--- config.mk ---
export PLATFORM = sky130hd
export DESIGN_NAME = packet_delivery_tracker_unit
export DESIGN_NICKNAME = d
export VERILOG_FILES = /design/src/rtl/pdt_pkg.sv /design/src/rtl/pdt_mem.sv /design/src/rtl/pdt_exec.sv /design/src/rtl/packet_delivery_tracker_unit.sv
export SDC_FILE = /design/constraint.sdc
export NUM_CORES = 2
export LEC_CHECK = 0
export CORE_MARGIN = 2
export CORE_UTILIZATION = 37
export DETAILED_ROUTE_END_ITERATION = 6
export DONT_BUFFER_PORTS = 1
export PLACE_DENSITY = 0.59
export SLEW_MARGIN = 5
export SYNTH_ARGS = -nofsm -noshare
export SYNTH_HDL_FRONTEND = slang
export SYNTH_SLANG_ARGS = --single-unit
--- constraint.sdc ---
create_clock -name clk_i -period 14.3 [get_ports clk_i]
set_input_delay 1.43 -clock clk_i [delete_from_list [all_inputs] [get_ports clk_i]]
set_output_delay 1.43 -clock clk_i [all_outputs]
set_load 0.02 [all_outputs]
--- src/rtl/pdt_pkg.sv ---
// package for the packet delivery tracker
// holds event and phase codes, the slot record type and small helpers; no dependencies
package pdt_pkg;

  localparam int unsigned SlotsDefault = 16;
  localparam logic [31:0] TtlReset = 32'd30000;

  // event codes
  localparam logic [3:0] FN_BEGIN      = 4'd0;
  localparam logic [3:0] FN_PRIM_ACT   = 4'd1;
  localparam logic [3:0] FN_PRIM_FAIL  = 4'd2;
  localparam logic [3:0] FN_QUEUE_REC  = 4'd3;
  localparam logic [3:0] FN_QUERY_SEC  = 4'd4;
  localparam logic [3:0] FN_START_SEC  = 4'd5;
  localparam logic [3:0] FN_CARRIER    = 4'd6;
  localparam logic [3:0] FN_DELIVERED  = 4'd7;
  localparam logic [3:0] FN_CANCELLED  = 4'd8;
  localparam logic [3:0] FN_EXPIRE     = 4'd9;
  localparam logic [3:0] FN_CLEAR      = 4'd10;

  // phase codes
  localparam logic [2:0] PH_PRIM  = 3'd0;
  localparam logic [2:0] PH_RECOV = 3'd1;
  localparam logic [2:0] PH_SEC   = 3'd2;
  localparam logic [2:0] PH_ACC   = 3'd3;
  localparam logic [2:0] PH_DELIV = 3'd4;
  localparam logic [2:0] PH_CANC  = 3'd5;
  localparam logic [2:0] PH_EXP   = 3'd6;

  // path codes
  localparam logic [1:0] PATH_NONE    = 2'd0;
  localparam logic [1:0] PATH_PRIMARY = 2'd1;
  localparam logic [1:0] PATH_SECOND  = 2'd2;
  localparam logic [1:0] PATH_THIRD   = 2'd3;

  localparam logic [7:0] CountMax = 8'hFF;

  typedef struct packed {
    logic [31:0] dest;
    logic [31:0] pkt;
    logic [2:0]  phase;
    logic [1:0]  path;
    logic [2:0]  tried;
    logic [2:0]  acc;
    logic [7:0]  fails;
    logic [7:0]  secs;
    logic [31:0] created;
    logic [31:0] updated;
  } rec_t;

  // outcome of one event on the looked-up record
  typedef struct packed {
    logic ok;
    logic wr;
    logic found;
    rec_t rec;
  } exec_res_t;

  typedef enum logic [1:0] {ST_IDLE, ST_SCAN, ST_EXEC} state_e;

  function automatic logic is_term(logic [2:0] ph);
    return ph >= PH_DELIV;
  endfunction

  function automatic logic [2:0] path_bit(logic [1:0] p);
    logic [2:0] b;
    unique case (p)
      PATH_PRIMARY: b = 3'b001;
      PATH_SECOND:  b = 3'b010;
      PATH_THIRD:   b = 3'b100;
      default:      b = 3'b000;
    endcase
    return b;
  endfunction

  function automatic logic [7:0] sat_inc(logic [7:0] v);
    return (v == CountMax) ? v : v + 8'd1;
  endfunction

endpackage

--- src/rtl/pdt_mem.sv ---
// slot record memory, one write port and one registered read port
// depends on pdt_pkg for the record type
module pdt_mem import pdt_pkg::*; #(
  parameter int unsigned SLOTS = SlotsDefault,
  parameter int unsigned IW    = (SLOTS > 1) ? $clog2(SLOTS) : 1
) (
  input  logic          clk_i,
  input  logic [IW-1:0] rd_addr_i,
  output rec_t          rd_data_o,
  input  logic          wr_en_i,
  input  logic [IW-1:0] wr_addr_i,
  input  rec_t          wr_data_i
);

  rec_t mem_q [SLOTS];

  // write port
  always_ff @(posedge clk_i) begin
    if (wr_en_i) begin
      mem_q[wr_addr_i] <= wr_data_i;
    end
  end

  // read port, registered
  always_ff @(posedge clk_i) begin
    rd_data_o <= mem_q[rd_addr_i];
  end

endmodule

--- src/rtl/pdt_exec.sv ---
// event update: applies one event to the looked-up record
// depends on pdt_pkg for codes, record type and helpers
module pdt_exec import pdt_pkg::*; (
  input  logic [3:0]  func_i,
  input  logic [31:0] dest_i,
  input  logic [31:0] pkt_i,
  input  logic [1:0]  path_i,
  input  logic        acc_i,
  input  logic [31:0] now_i,
  input  logic        found_i,
  input  rec_t        rec_i,
  output exec_res_t   res_o
);

  function automatic logic may_start(logic [1:0] p, logic fnd, rec_t r);
    logic m;
    if (p != PATH_SECOND && p != PATH_THIRD) m = 1'b0;
    else if (!fnd) m = 1'b1;
    else if (is_term(r.phase)) m = 1'b0;
    else if (r.phase == PH_SEC && r.path != p) m = 1'b0;
    else if (r.phase == PH_ACC) m = 1'b0;
    else m = 1'b1;
    return m;
  endfunction

  logic zero_key;
  logic begin_ok;
  rec_t brec;

  // begin step shared by several events
  always_comb begin
    zero_key = (dest_i == '0) || (pkt_i == '0);
    brec     = rec_i;
    begin_ok = 1'b0;
    if (zero_key) begin
      begin_ok = 1'b0;
    end else if (found_i) begin
      begin_ok     = !is_term(rec_i.phase);
      brec.updated = now_i;
    end else begin
      begin_ok     = 1'b1;
      brec.dest    = dest_i;
      brec.pkt     = pkt_i;
      brec.phase   = PH_PRIM;
      brec.path    = PATH_PRIMARY;
      brec.tried   = path_bit(PATH_PRIMARY);
      brec.acc     = '0;
      brec.fails   = '0;
      brec.secs    = '0;
      brec.created = now_i;
      brec.updated = now_i;
    end
  end

  // per-event update
  always_comb begin
    res_o.ok  = 1'b0;
    res_o.wr  = 1'b0;
    res_o.rec = rec_i;
    unique case (func_i)
      FN_BEGIN: begin
        res_o.ok  = begin_ok;
        res_o.wr  = begin_ok;
        res_o.rec = brec;
      end
      FN_PRIM_ACT: begin
        res_o.ok  = begin_ok;
        res_o.wr  = begin_ok;
        res_o.rec = brec;
        if (begin_ok) begin
          res_o.rec.phase = PH_PRIM;
          res_o.rec.path  = PATH_PRIMARY;
          res_o.rec.tried = brec.tried | path_bit(PATH_PRIMARY);
        end
      end
      FN_PRIM_FAIL: begin
        res_o.ok  = begin_ok;
        res_o.wr  = begin_ok;
        res_o.rec = brec;
        if (brec.phase == PH_PRIM) begin
          res_o.rec.fails = sat_inc(brec.fails);
          res_o.rec.phase = PH_RECOV;
          res_o.rec.path  = PATH_NONE;
        end
      end
      FN_QUEUE_REC: begin
        res_o.ok  = begin_ok;
        res_o.wr  = begin_ok;
        res_o.rec = brec;
        if (begin_ok) begin
          res_o.rec.phase = PH_RECOV;
          res_o.rec.path  = PATH_NONE;
        end
      end
      FN_QUERY_SEC: begin
        res_o.ok = may_start(path_i, found_i, rec_i);
      end
      FN_START_SEC: begin
        res_o.wr  = begin_ok;
        res_o.rec = brec;
        if (begin_ok && may_start(path_i, 1'b1, brec)) begin
          res_o.ok = 1'b1;
          res_o.rec.phase = PH_SEC;
          res_o.rec.path  = path_i;
          res_o.rec.tried = brec.tried | path_bit(path_i);
          res_o.rec.secs  = sat_inc(brec.secs);
        end
      end
      FN_CARRIER: begin
        if (found_i && !is_term(rec_i.phase) &&
            !(rec_i.phase == PH_SEC && rec_i.path != path_i)) begin
          res_o.ok = 1'b1;
          res_o.wr = 1'b1;
          res_o.rec.updated = now_i;
          res_o.rec.path    = PATH_NONE;
          if (acc_i) begin
            res_o.rec.acc   = rec_i.acc | path_bit(path_i);
            res_o.rec.phase = PH_ACC;
          end else begin
            res_o.rec.phase = PH_RECOV;
          end
        end
      end
      FN_DELIVERED: begin
        if (found_i && rec_i.phase != PH_CANC && rec_i.phase != PH_EXP) begin
          res_o.ok = 1'b1;
          res_o.wr = 1'b1;
          res_o.rec.phase   = PH_DELIV;
          res_o.rec.path    = PATH_NONE;
          res_o.rec.updated = now_i;
        end
      end
      FN_CANCELLED: begin
        if (found_i && rec_i.phase != PH_DELIV && rec_i.phase != PH_EXP) begin
          res_o.ok = 1'b1;
          res_o.wr = 1'b1;
          res_o.rec.phase   = PH_CANC;
          res_o.rec.path    = PATH_NONE;
          res_o.rec.updated = now_i;
        end
      end
      FN_EXPIRE, FN_CLEAR: begin
        res_o.ok = 1'b1;
      end
      default: begin
        res_o.ok = 1'b0;
      end
    endcase
    res_o.found = found_i || res_o.wr;
  end

endmodule

--- src/rtl/packet_delivery_tracker_unit.sv ---
// packet delivery tracker, top level: scan sequencer, slot valid bits, result register
// depends on pdt_pkg, pdt_mem and pdt_exec
//
// channel   | signals                                         | handshake
// request   | func_i destination_i packet_id_i carrier_path_i | start_i while busy_o low
//           | carrier_accepted_i now_ms_i                     |
// result    | ok_o found_o phase_o active_path_o tried_mask_o | valid_o strobe, one cycle
//           | accepted_mask_o fail_count_o secondary_count_o  |
// config    | cfg_wdata_i (ttl_ms)                            | cfg_we_i
//
// an event holds busy_o through the scan, with one memory read per slot, and then through
// the exec state that updates and writes back the record; clear skips the scan and holds busy_o for the exec state only
// the result strobe is high in the first cycle with busy_o low, registered from the exec state;
// the receiver cannot stall
// reset empties the table at once through the slot valid bits and loads ttl 30000
module packet_delivery_tracker_unit import pdt_pkg::*; #(
  parameter int unsigned SLOTS = SlotsDefault
) (
  input  logic        clk_i,
  input  logic        rst_ni,
  input  logic        start_i,
  output logic        busy_o,
  input  logic [3:0]  func_i,
  input  logic [31:0] destination_i,
  input  logic [31:0] packet_id_i,
  input  logic [1:0]  carrier_path_i,
  input  logic        carrier_accepted_i,
  input  logic [31:0] now_ms_i,
  input  logic        cfg_we_i,
  input  logic [31:0] cfg_wdata_i,
  output logic        valid_o,
  output logic        ok_o,
  output logic        found_o,
  output logic [2:0]  phase_o,
  output logic [1:0]  active_path_o,
  output logic [2:0]  tried_mask_o,
  output logic [2:0]  accepted_mask_o,
  output logic [7:0]  fail_count_o,
  output logic [7:0]  secondary_count_o
);

  localparam int unsigned IW = (SLOTS > 1) ? $clog2(SLOTS) : 1;
  localparam logic [IW-1:0] LastIdx = IW'(SLOTS - 1);

  state_e state_q, state_d;
  logic [IW-1:0] cnt_q;
  logic [SLOTS-1:0] used_q;
  logic [31:0] ttl_q;

  // latched request
  logic [3:0]  func_q;
  logic [31:0] dest_q, pkt_q, now_q;
  logic [1:0]  path_q;
  logic        acc_q;

  // scan results
  logic found_q, free_found_q, term_found_q;
  logic [IW-1:0] match_idx_q, free_idx_q, term_idx_q, old_idx_q;
  logic [31:0] old_age_q;
  rec_t rec_q;

  logic accept;
  logic [IW-1:0] rd_addr, wr_addr, target;
  rec_t rd_rec, wr_rec, exp_rec, scan_rec;
  logic wr_en;
  logic slot_used, slot_hit, expire_hit;
  logic [31:0] age;
  exec_res_t res;

  assign accept = start_i && !busy_o;
  assign busy_o = (state_q != ST_IDLE);

  pdt_mem #(.SLOTS(SLOTS), .IW(IW)) u_mem (
    .clk_i     (clk_i),
    .rd_addr_i (rd_addr),
    .rd_data_o (rd_rec),
    .wr_en_i   (wr_en),
    .wr_addr_i (wr_addr),
    .wr_data_i (wr_rec)
  );

  pdt_exec u_exec (
    .func_i  (func_q),
    .dest_i  (dest_q),
    .pkt_i   (pkt_q),
    .path_i  (path_q),
    .acc_i   (acc_q),
    .now_i   (now_q),
    .found_i (found_q),
    .rec_i   (rec_q),
    .res_o   (res)
  );

  // scan datapath on the slot just read
  always_comb begin
    rd_addr    = (state_q == ST_IDLE) ? '0 : cnt_q + 1'b1;
    slot_used  = used_q[cnt_q];
    slot_hit   = slot_used && (rd_rec.dest == dest_q) && (rd_rec.pkt == pkt_q);
    age        = now_q - rd_rec.updated;
    expire_hit = (state_q == ST_SCAN) && (func_q == FN_EXPIRE) && slot_used &&
                 !is_term(rd_rec.phase) && ((now_q - rd_rec.created) > ttl_q);
    exp_rec         = rd_rec;
    exp_rec.phase   = PH_EXP;
    exp_rec.path    = PATH_NONE;
    exp_rec.updated = now_q;
    scan_rec = expire_hit ? exp_rec : rd_rec;
  end

  // slot for the record: the match, else a free slot, else terminal, else oldest
  always_comb begin
    priority if (found_q)      target = match_idx_q;
    else if (free_found_q)     target = free_idx_q;
    else if (term_found_q)     target = term_idx_q;
    else                       target = old_idx_q;
  end

  // memory write port: expiry during the scan, update at the end
  always_comb begin
    wr_en   = expire_hit;
    wr_addr = cnt_q;
    wr_rec  = exp_rec;
    if (state_q == ST_EXEC) begin
      wr_en   = res.wr && (func_q != FN_CLEAR);
      wr_addr = target;
      wr_rec  = res.rec;
    end
  end

  // next state
  always_comb begin
    state_d = state_q;
    unique case (state_q)
      ST_IDLE: if (accept) state_d = (func_i == FN_CLEAR) ? ST_EXEC : ST_SCAN;
      ST_SCAN: if (cnt_q == LastIdx) state_d = ST_EXEC;
      ST_EXEC: state_d = ST_IDLE;
      default: state_d = ST_IDLE;
    endcase
  end

  // control registers
  always_ff @(posedge clk_i or negedge rst_ni) begin
    if (!rst_ni) begin
      state_q      <= ST_IDLE;
      cnt_q        <= '0;
      used_q       <= '0;
      ttl_q        <= TtlReset;
      found_q      <= 1'b0;
      free_found_q <= 1'b0;
      term_found_q <= 1'b0;
      valid_o      <= 1'b0;
    end else begin
      state_q <= state_d;
      valid_o <= (state_q == ST_EXEC);
      if (cfg_we_i) ttl_q <= cfg_wdata_i;
      if (accept) begin
        cnt_q        <= '0;
        found_q      <= 1'b0;
        free_found_q <= 1'b0;
        term_found_q <= 1'b0;
      end
      if (state_q == ST_SCAN) begin
        cnt_q <= cnt_q + 1'b1;
        if (slot_hit && !found_q) found_q <= 1'b1;
        if (!slot_used && !free_found_q) free_found_q <= 1'b1;
        if (slot_used && is_term(rd_rec.phase) && !term_found_q) term_found_q <= 1'b1;
      end
      if (state_q == ST_EXEC) begin
        if (func_q == FN_CLEAR) used_q <= '0;
        else if (res.wr) used_q[target] <= 1'b1;
      end
    end
  end

  // request and scan payload
  always_ff @(posedge clk_i) begin
    if (accept) begin
      func_q <= func_i;
      dest_q <= destination_i;
      pkt_q  <= packet_id_i;
      path_q <= carrier_path_i;
      acc_q  <= carrier_accepted_i;
      now_q  <= now_ms_i;
    end
    if (state_q == ST_SCAN) begin
      if (slot_hit && !found_q) begin
        match_idx_q <= cnt_q;
        rec_q       <= scan_rec;
      end
      if (!slot_used && !free_found_q) free_idx_q <= cnt_q;
      if (slot_used && is_term(rd_rec.phase) && !term_found_q) term_idx_q <= cnt_q;
      if ((cnt_q == '0) || (age > old_age_q)) begin
        old_age_q <= age;
        old_idx_q <= cnt_q;
      end
    end
  end

  // result register
  always_ff @(posedge clk_i) begin
    if (state_q == ST_EXEC) begin
      if (func_q == FN_CLEAR) begin
        ok_o    <= 1'b1;
        found_o <= 1'b0;
      end else begin
        ok_o    <= res.ok;
        found_o <= res.found;
      end
      if (res.found && func_q != FN_CLEAR) begin
        phase_o           <= res.rec.phase;
        active_path_o     <= res.rec.path;
        tried_mask_o      <= res.rec.tried;
        accepted_mask_o   <= res.rec.acc;
        fail_count_o      <= res.rec.fails;
        secondary_count_o <= res.rec.secs;
      end else begin
        phase_o           <= '0;
        active_path_o     <= '0;
        tried_mask_o      <= '0;
        accepted_mask_o   <= '0;
        fail_count_o      <= '0;
        secondary_count_o <= '0;
      end
    end
  end

endmodule

* Word level (Yosys, flattened, before mapping) *
Memory sizes are Yosys's and may differ from the RTL's. A register that Yosys moved wholly into a read port is not among the register bits.
Index checks and enable logic that the tools add are counted.

word-level totals
  flip-flop bits (word level) = 393
  bits in latches = 0
  bits in writable memories = 2480
  memory bits (read-only) = 0
  word-level logic and storage cells = 224
  memories kept = 1

cells by class
  add/sub/neg operators = 5
  multiply operators = 0
  divide/modulo/power cells = 0
  $lt $le $gt $ge = 8
  eq/ne operators = 35
  shifts and indexed selects = 0
  multiplexer cells = 80
  bitwise gates (word level) = 3
  reductions and logical operators = 55

memory list
  memory       depth  width  read ports  clocked after memory_dff  write ports  RTL line       source
  u_mem.mem_q  16     155    1           1                         1            pdt_mem.sv:15  rec_t mem_q [SLOTS];

operators with widths
  cell                   number
  $mux W155              2
  $pmux W48 S3           1
  $mux W32               4
  $pmux W32 S4           1
  $mux W123              1
  $eq A32 B32 Y1         2
  $gt A32 B32 Y1         2
  $logic_not A32 Y1      2
  $mux W64               1
  $sub A32 B32 Y32       2
  $mux W8                6
  $pmux W5 S8            1
  $mux W16               2
  $mux W4                7
  $mux W1                27
  $mux W5                5
  $logic_and A1 B1 Y1    24
  $mux W3                7
  $eq A4 B4 Y1 const B   5
  $pmux W3 S3            2
  $add A8 B1 Y8 const B  2
  $eq A4 B3 Y1 const B   4
  $eq A8 B8 Y1 const B   2
  $or A16 B16 Y16        1
  33 further kinds       73

* Logic depth before layout (Yosys ltp) *
  depth after elaboration = 16
  gate-level depth with buffers = 25
  gate-level depth less buffers = 23

* Cells and area by module *
A second synthesis with hierarchy kept.

second synthesis, totals
  cell total of the unflattened synthesis = 6585
  area total of the unflattened synthesis = 120842.1 µm²

modules (own cells, without submodules)
  module                        instances  cells an instance  area each (µm²)  seq. area each (µm²)
  pdt_mem                       1          4062               96349.9          77574.4
  packet_delivery_tracker_unit  1          1880               21456.8          11519.8
  pdt_exec                      1          643                3035.4           0.0

* Worst setup path before layout *
No wires, ideal clock.

  kind = register to register
  from = register pkt_q[9]
  to = register match_idx_q[0] (enable)
  arrival = 12166 ps
  setup slack = 1259 ps
  stages on the path, launching flop included = 7
  buffers on the path = 0
  period minus slack after synthesis = 13041 ps
  cell sequence = edfxtp_1 xor2_1 nor4_1 nand4_1 nor4_1 nand4_1 nor3_1

on the way
  cells in the longest elaborated chain, start to end = 4

ends and longest elaborated chain
  element                      RTL line                             source
  start: declaration           packet_delivery_tracker_unit.sv:52   logic [31:0] dest_q, pkt_q, now_q;
  start signal: assignment     packet_delivery_tracker_unit.sv:179  pkt_q <= packet_id_i;
  $eq A32 B32 Y1               packet_delivery_tracker_unit.sv:98   slot_hit = slot_used && (rd_rec.dest == dest_q) && (rd_rec.pkt == pkt_q);
  $logic_and A1 B1 Y1          packet_delivery_tracker_unit.sv:98
  $logic_and A1 B1 Y1          packet_delivery_tracker_unit.sv:185  if (slot_hit && !found_q) begin
  $reduce_and A2 Y1 (no line)  --
  end signal: assignment       packet_delivery_tracker_unit.sv:186  match_idx_q <= cnt_q;
  end: declaration             packet_delivery_tracker_unit.sv:58   logic [IW-1:0] match_idx_q, free_idx_q, term_idx_q, old_idx_q;

No other way between the ends.
A chain may end at the register's enable or synchronous reset.

* Worst setup path in the final report *
  from = register now_q[0]
  to = memory u_mem.mem_q[7][126] (netlist name) (enable)

on the way
  cells in the longest elaborated chain, start to end = 6

ends and longest elaborated chain
  element                        RTL line                             source
  start: declaration             packet_delivery_tracker_unit.sv:52
  start signal: assignment       packet_delivery_tracker_unit.sv:182  now_q <= now_ms_i;
  $sub A32 B32 Y32               packet_delivery_tracker_unit.sv:101  !is_term(rd_rec.phase) && ((now_q - rd_rec.created) > ttl_q);
  $gt A32 B32 Y1                 packet_delivery_tracker_unit.sv:101
  $logic_and A1 B1 Y1            packet_delivery_tracker_unit.sv:101
  $mux W1                        packet_delivery_tracker_unit.sv:122  if (state_q == ST_EXEC) begin
  $mux W1                        pdt_mem.sv:19                        if (wr_en_i) begin
  $mux W1 (implied by the code)  pdt_mem.sv:20                        mem_q[wr_addr_i] <= wr_data_i;
  end: declaration               pdt_mem.sv:15

No other way between the ends.

==> flow_summary.yaml <==
power:
  p_leak_nw: 44.24
  switching_share: 0.3903
  p_sw_mw: 12.48
  seq_power_share: 0.368
  power.density_nw_per_um2: 237.7
  clockPowerShare: 0.252
  power_frac_comb: 0.380
  ir_worst_vdd_mv: 0.2985
  intPower_mw: 19.50
hold_path:
  worstHoldPathType: "in -> async"
routing:
  vias_per_cell: 5.707
  dr.pass1.iters: 6
  ant_nets: 0
  drc: 0
  drt_iter0_markers: 8875
  routed_wl_mm: 343.0
  route.vias.total: 74082
  wire_per_inst_um: 26.42
layout:
  drive_above_1_share: 0.08701
  nFillCells: 28870
  multi_input_area_um2: 27810
  nNetsFinal: 8684
  seq_area_um2: 89100
  syn2layout_area_growth_pct: 13.01
timing:
  finalSetupTns_ns: 0
  period_minus_slack_ns: 9.340
  finalSetupViolCount: 0
  setup_slack_ns: 4.960
  tightest_slew_ns: 1.448
  slew_headroom: 0.02995
  slew_violations: 0
  rsz0062_at_grt: "no"
  hold_viol: 0
  period_share: 0.6532
  fmax_ghz: 0.1071
  fin_skew_ns: 0.04939
floorplan:
  ios: 170
  die_w_um: 571.3
  die_area_um2: 326300
  start_util: 0.3713
  core.rowCount: 208
  dieHeight_um: 571.3
  core_um2: 320600
placed_design:
  dp_slack_ns: 4.923
  place_hpwl_mm: 183.9
  place.gp.congestion: 0.8592
  portBuffers: 0
clock_tree:
  clock_latency_ns: 0.88
  cts_sinks: 3028
  cts_max_level: 5
  root_buffer: "clkbuf_16"
  cts_buffers: 309
  ctsHoldBuffers: 0
  clk_path_buf_depth: 4
  cts_tree: "built"
  cts_resized: 0
  clk_pin_slew_ns: 0.07
  cts_setup_buffers: 0
setup_path:
  path_cells: "inv_1 > ha_1 > inv_1 > fa_1 > a211oi_1 > o21ai_1 > a221oi_2 > o41ai_2 > a41oi_2 > o31ai_1 > a211o_1 > a21oi_1 > xnor2_1 > ha_1 > nand4_1 > nor4_1 > o221ai_1 > a31oi_4 > buf_4 > o21ai_0 > buf_4 > nor2_4 > buf_4 > buf_4"
  cp-startpoint: "now_q[0]$_DFFE_PP_"
  path_common_cell: "buf_4"
  start_kind: "register"
  r2r-start: "now_q[0]$_DFFE_PP_"
  arrival_ns: 9.82
  cp-end-kind: "register"
  cp_max_fo: 48
  worstSetupPathType: "reg -> reg"
  required_ns: 14.78
  max_stage_delay_ns: 0.89
  cpMaxStageDelayCell: "buf_4"
grt:
  grt_pass1_vias: 71823
  grt-ovfl-total: 0
  grt_pass1_wl_mm: 497.8
  grt_max_degree: 175
  gr-usage-all-layers: 0.2039
  antenna_found_initial: 28
logic_synthesis:
  synth_area_um2: 119100
  ys_seq_area_frac: 0.7483
  synthSimpleGateAreaFrac: 0.08128
  synthArstFlopShare: 0.01915
  synth.area.mux_share: 0.01727
  synth_flop_cell: "edfxtp_1"
  synth_edf_count: 2815
  netlist_instances: 8461
  yosysUniqueCellTypes: 74
  synth_compound_area_frac: 0.1081
  avgSynthCellArea_um2: 14.07
  synth-xor-area-share: 0.009195
  synth-seq-cells: 3028
  synth_fa_ha_area_frac: 0.01400
  synth_top_family_by_area: "compound AO/OA/AOI/OAI gates"
  yosysWarnings: 0
  synth_nets: 8732
status:
  status: "finished, final reports clean"
flow_run:
  max-cap-violations: 0
state kept, by name, indices dropped and copies added, names as in the netlist, 2 cells and up:
name,count
active_path_o,2
now_q,32
used_q,16
secondary_count_o,8
u_mem.mem_q,2480
rec_q,155
match_idx_q,4
phase_o,3
dest_q,32
old_age_q,32
path_q,2
accepted_mask_o,3
term_idx_q,4
old_idx_q,4
cnt_q,4
state_q,2
tried_mask_o,3
u_mem.rd_data_o,155
func_q,4
fail_count_o,8
free_idx_q,4
ttl_q,32
pkt_q,32
layout by cell type (no fill, tap or decap), types with 11 or more instances in the layout:
cell type / n
a21o_1: 47
nand2b_1: 12
nor2_1: 204
edfxtp_1: 2815
nand4_1: 35
buf_4: 151
o21a_1: 21
clkinv_2: 50
nor2b_1: 60
buf_12: 25
a31oi_2: 29
a211oi_1: 85
a311oi_1: 425
inv_1: 154
nor4_1: 33
nand3_1: 176
nand2_1: 1733
mux2i_1: 157
o21ai_0: 138
bufinv_16: 23
a31oi_1: 277
xnor2_1: 75
and2_1: 12
nor3_1: 28
clkbuf_8: 30
mux2_2: 35
o22ai_1: 446
clkinv_1: 38
clkbuf_16: 317
nor2_4: 21
dfrtp_1: 50
a21oi_1: 367
clkbuf_1: 76
xor2_1: 50
inv_6: 11
dfxtp_1: 155
ha_1: 130
and3_1: 14
power by group through the flow:
stage	Combinational, mW	Clock [mW]	Sequential, mW
finish	12.2	8.04	11.8
global route	13.2	8.48	11.8
CTS	12.1	8.15	11.8
detailed placement	12.1	0	12.0
global placement	12.0	0	11.9
floorplan	7.61	0	11.8
worst paths after layout:
path	endpoint	slack (ns)	cells after the start
hold reg to reg	rec_q[64]$_DFFE_PP_	0.44	0
min in group clk_i	rec_q[64]$_DFFE_PP_	0.44	0
max in group asynchronous	cnt_q[0]$_DFFE_PN0P_	13.83	0
hold / removal	ttl_q[1]$_DFFE_PN0P_	0.27	0
setup reg to reg	u_mem.mem_q[7][126]$_DFFE_PP_	4.96	24
setup / recovery	u_mem.mem_q[7][126]$_DFFE_PP_	4.96	24
worst max-delay path, delay by kind of cell (launching register included):
kind / cells / cell delay [ns]
and+or+nand+nor: 3 / 1.42
xor gates and xnor gates: 1 / 0.09
adders and majority gates: 3 / 0.92
buffers and inverters: 6 / 2.59
DFF: 1 / 0.40
AOI/OAI and AO/OA: 11 / 3.36
routing by layer:
metal  routed length (um)  vias up  GRT usage
li1                     -    32397          -
met5                  129        -          0
met4                 9199       20    0.05664
met3                27810      535    0.02971
met1               147300    37740     0.2925
met2               158500     3390     0.3228
per-stage QoR:
step	area [um^2]	power [mW]	hold WS [ns]	instances	util
after floorplan	119100	19.38	0.4044	8461	-
after global placement	124500	23.89	0.4079	12407	0.3882
after detailed placement	124500	24.01	0.4275	12407	0.3883
after CTS	134500	32.04	0.2125	12971	0.4194
after global routing	134500	33.46	0.2351	12971	0.4196
final	134500	31.99	0.2718	12980	0.4196
layout make-up:
class / instances / share of cell area
tap: 4305 / 0.04003
clock inverter: 141 / 0.01014
antenna: 9 / 0.0001674
inverter: 156 / 0.004445
clock buffer: 423 / 0.06415
sequential: 3028 / 0.6622
multi-input combinational: 4742 / 0.2067
timing repair buffer: 176 / 0.01215
Yosys cell counts, drive strengths merged (50+ instances only):
library cell	n	share of area
o22ai	447	0.024
a311oi	425	0.031
nand3	176	0.0074
dfrtp	51	0.011
a211oi	87	0.0056
nand2	1737	0.055
nor2b	60	0.0032
ha	130	0.014
mux2i	157	0.013
o21ai	147	0.0062
edfxtp	2815	0.71
nor2	225	0.0071
inv	156	0.0049
a21oi	369	0.016
clkbuf	462	0.015
buf	73	0.0024
xor2	50	0.0037
a31oi	307	0.016
xnor2	75	0.0055
dfxtp	155	0.026
cells by family (layout without fill, tap and decap cells):
group | after synthesis | in the layout
AO/OA/AOI/OAI | 1924 | 1924
XOR/XNOR | 125 | 125
adder cells (fa/ha/maj) | 132 | 132
buffers and inverters | 691 | 896
flip-flops | 3028 | 3028
multiplexers | 196 | 196
other | 0 | 9
AND/OR/NAND/NOR | 2365 | 2365
(Power assumes the default switching activity.)
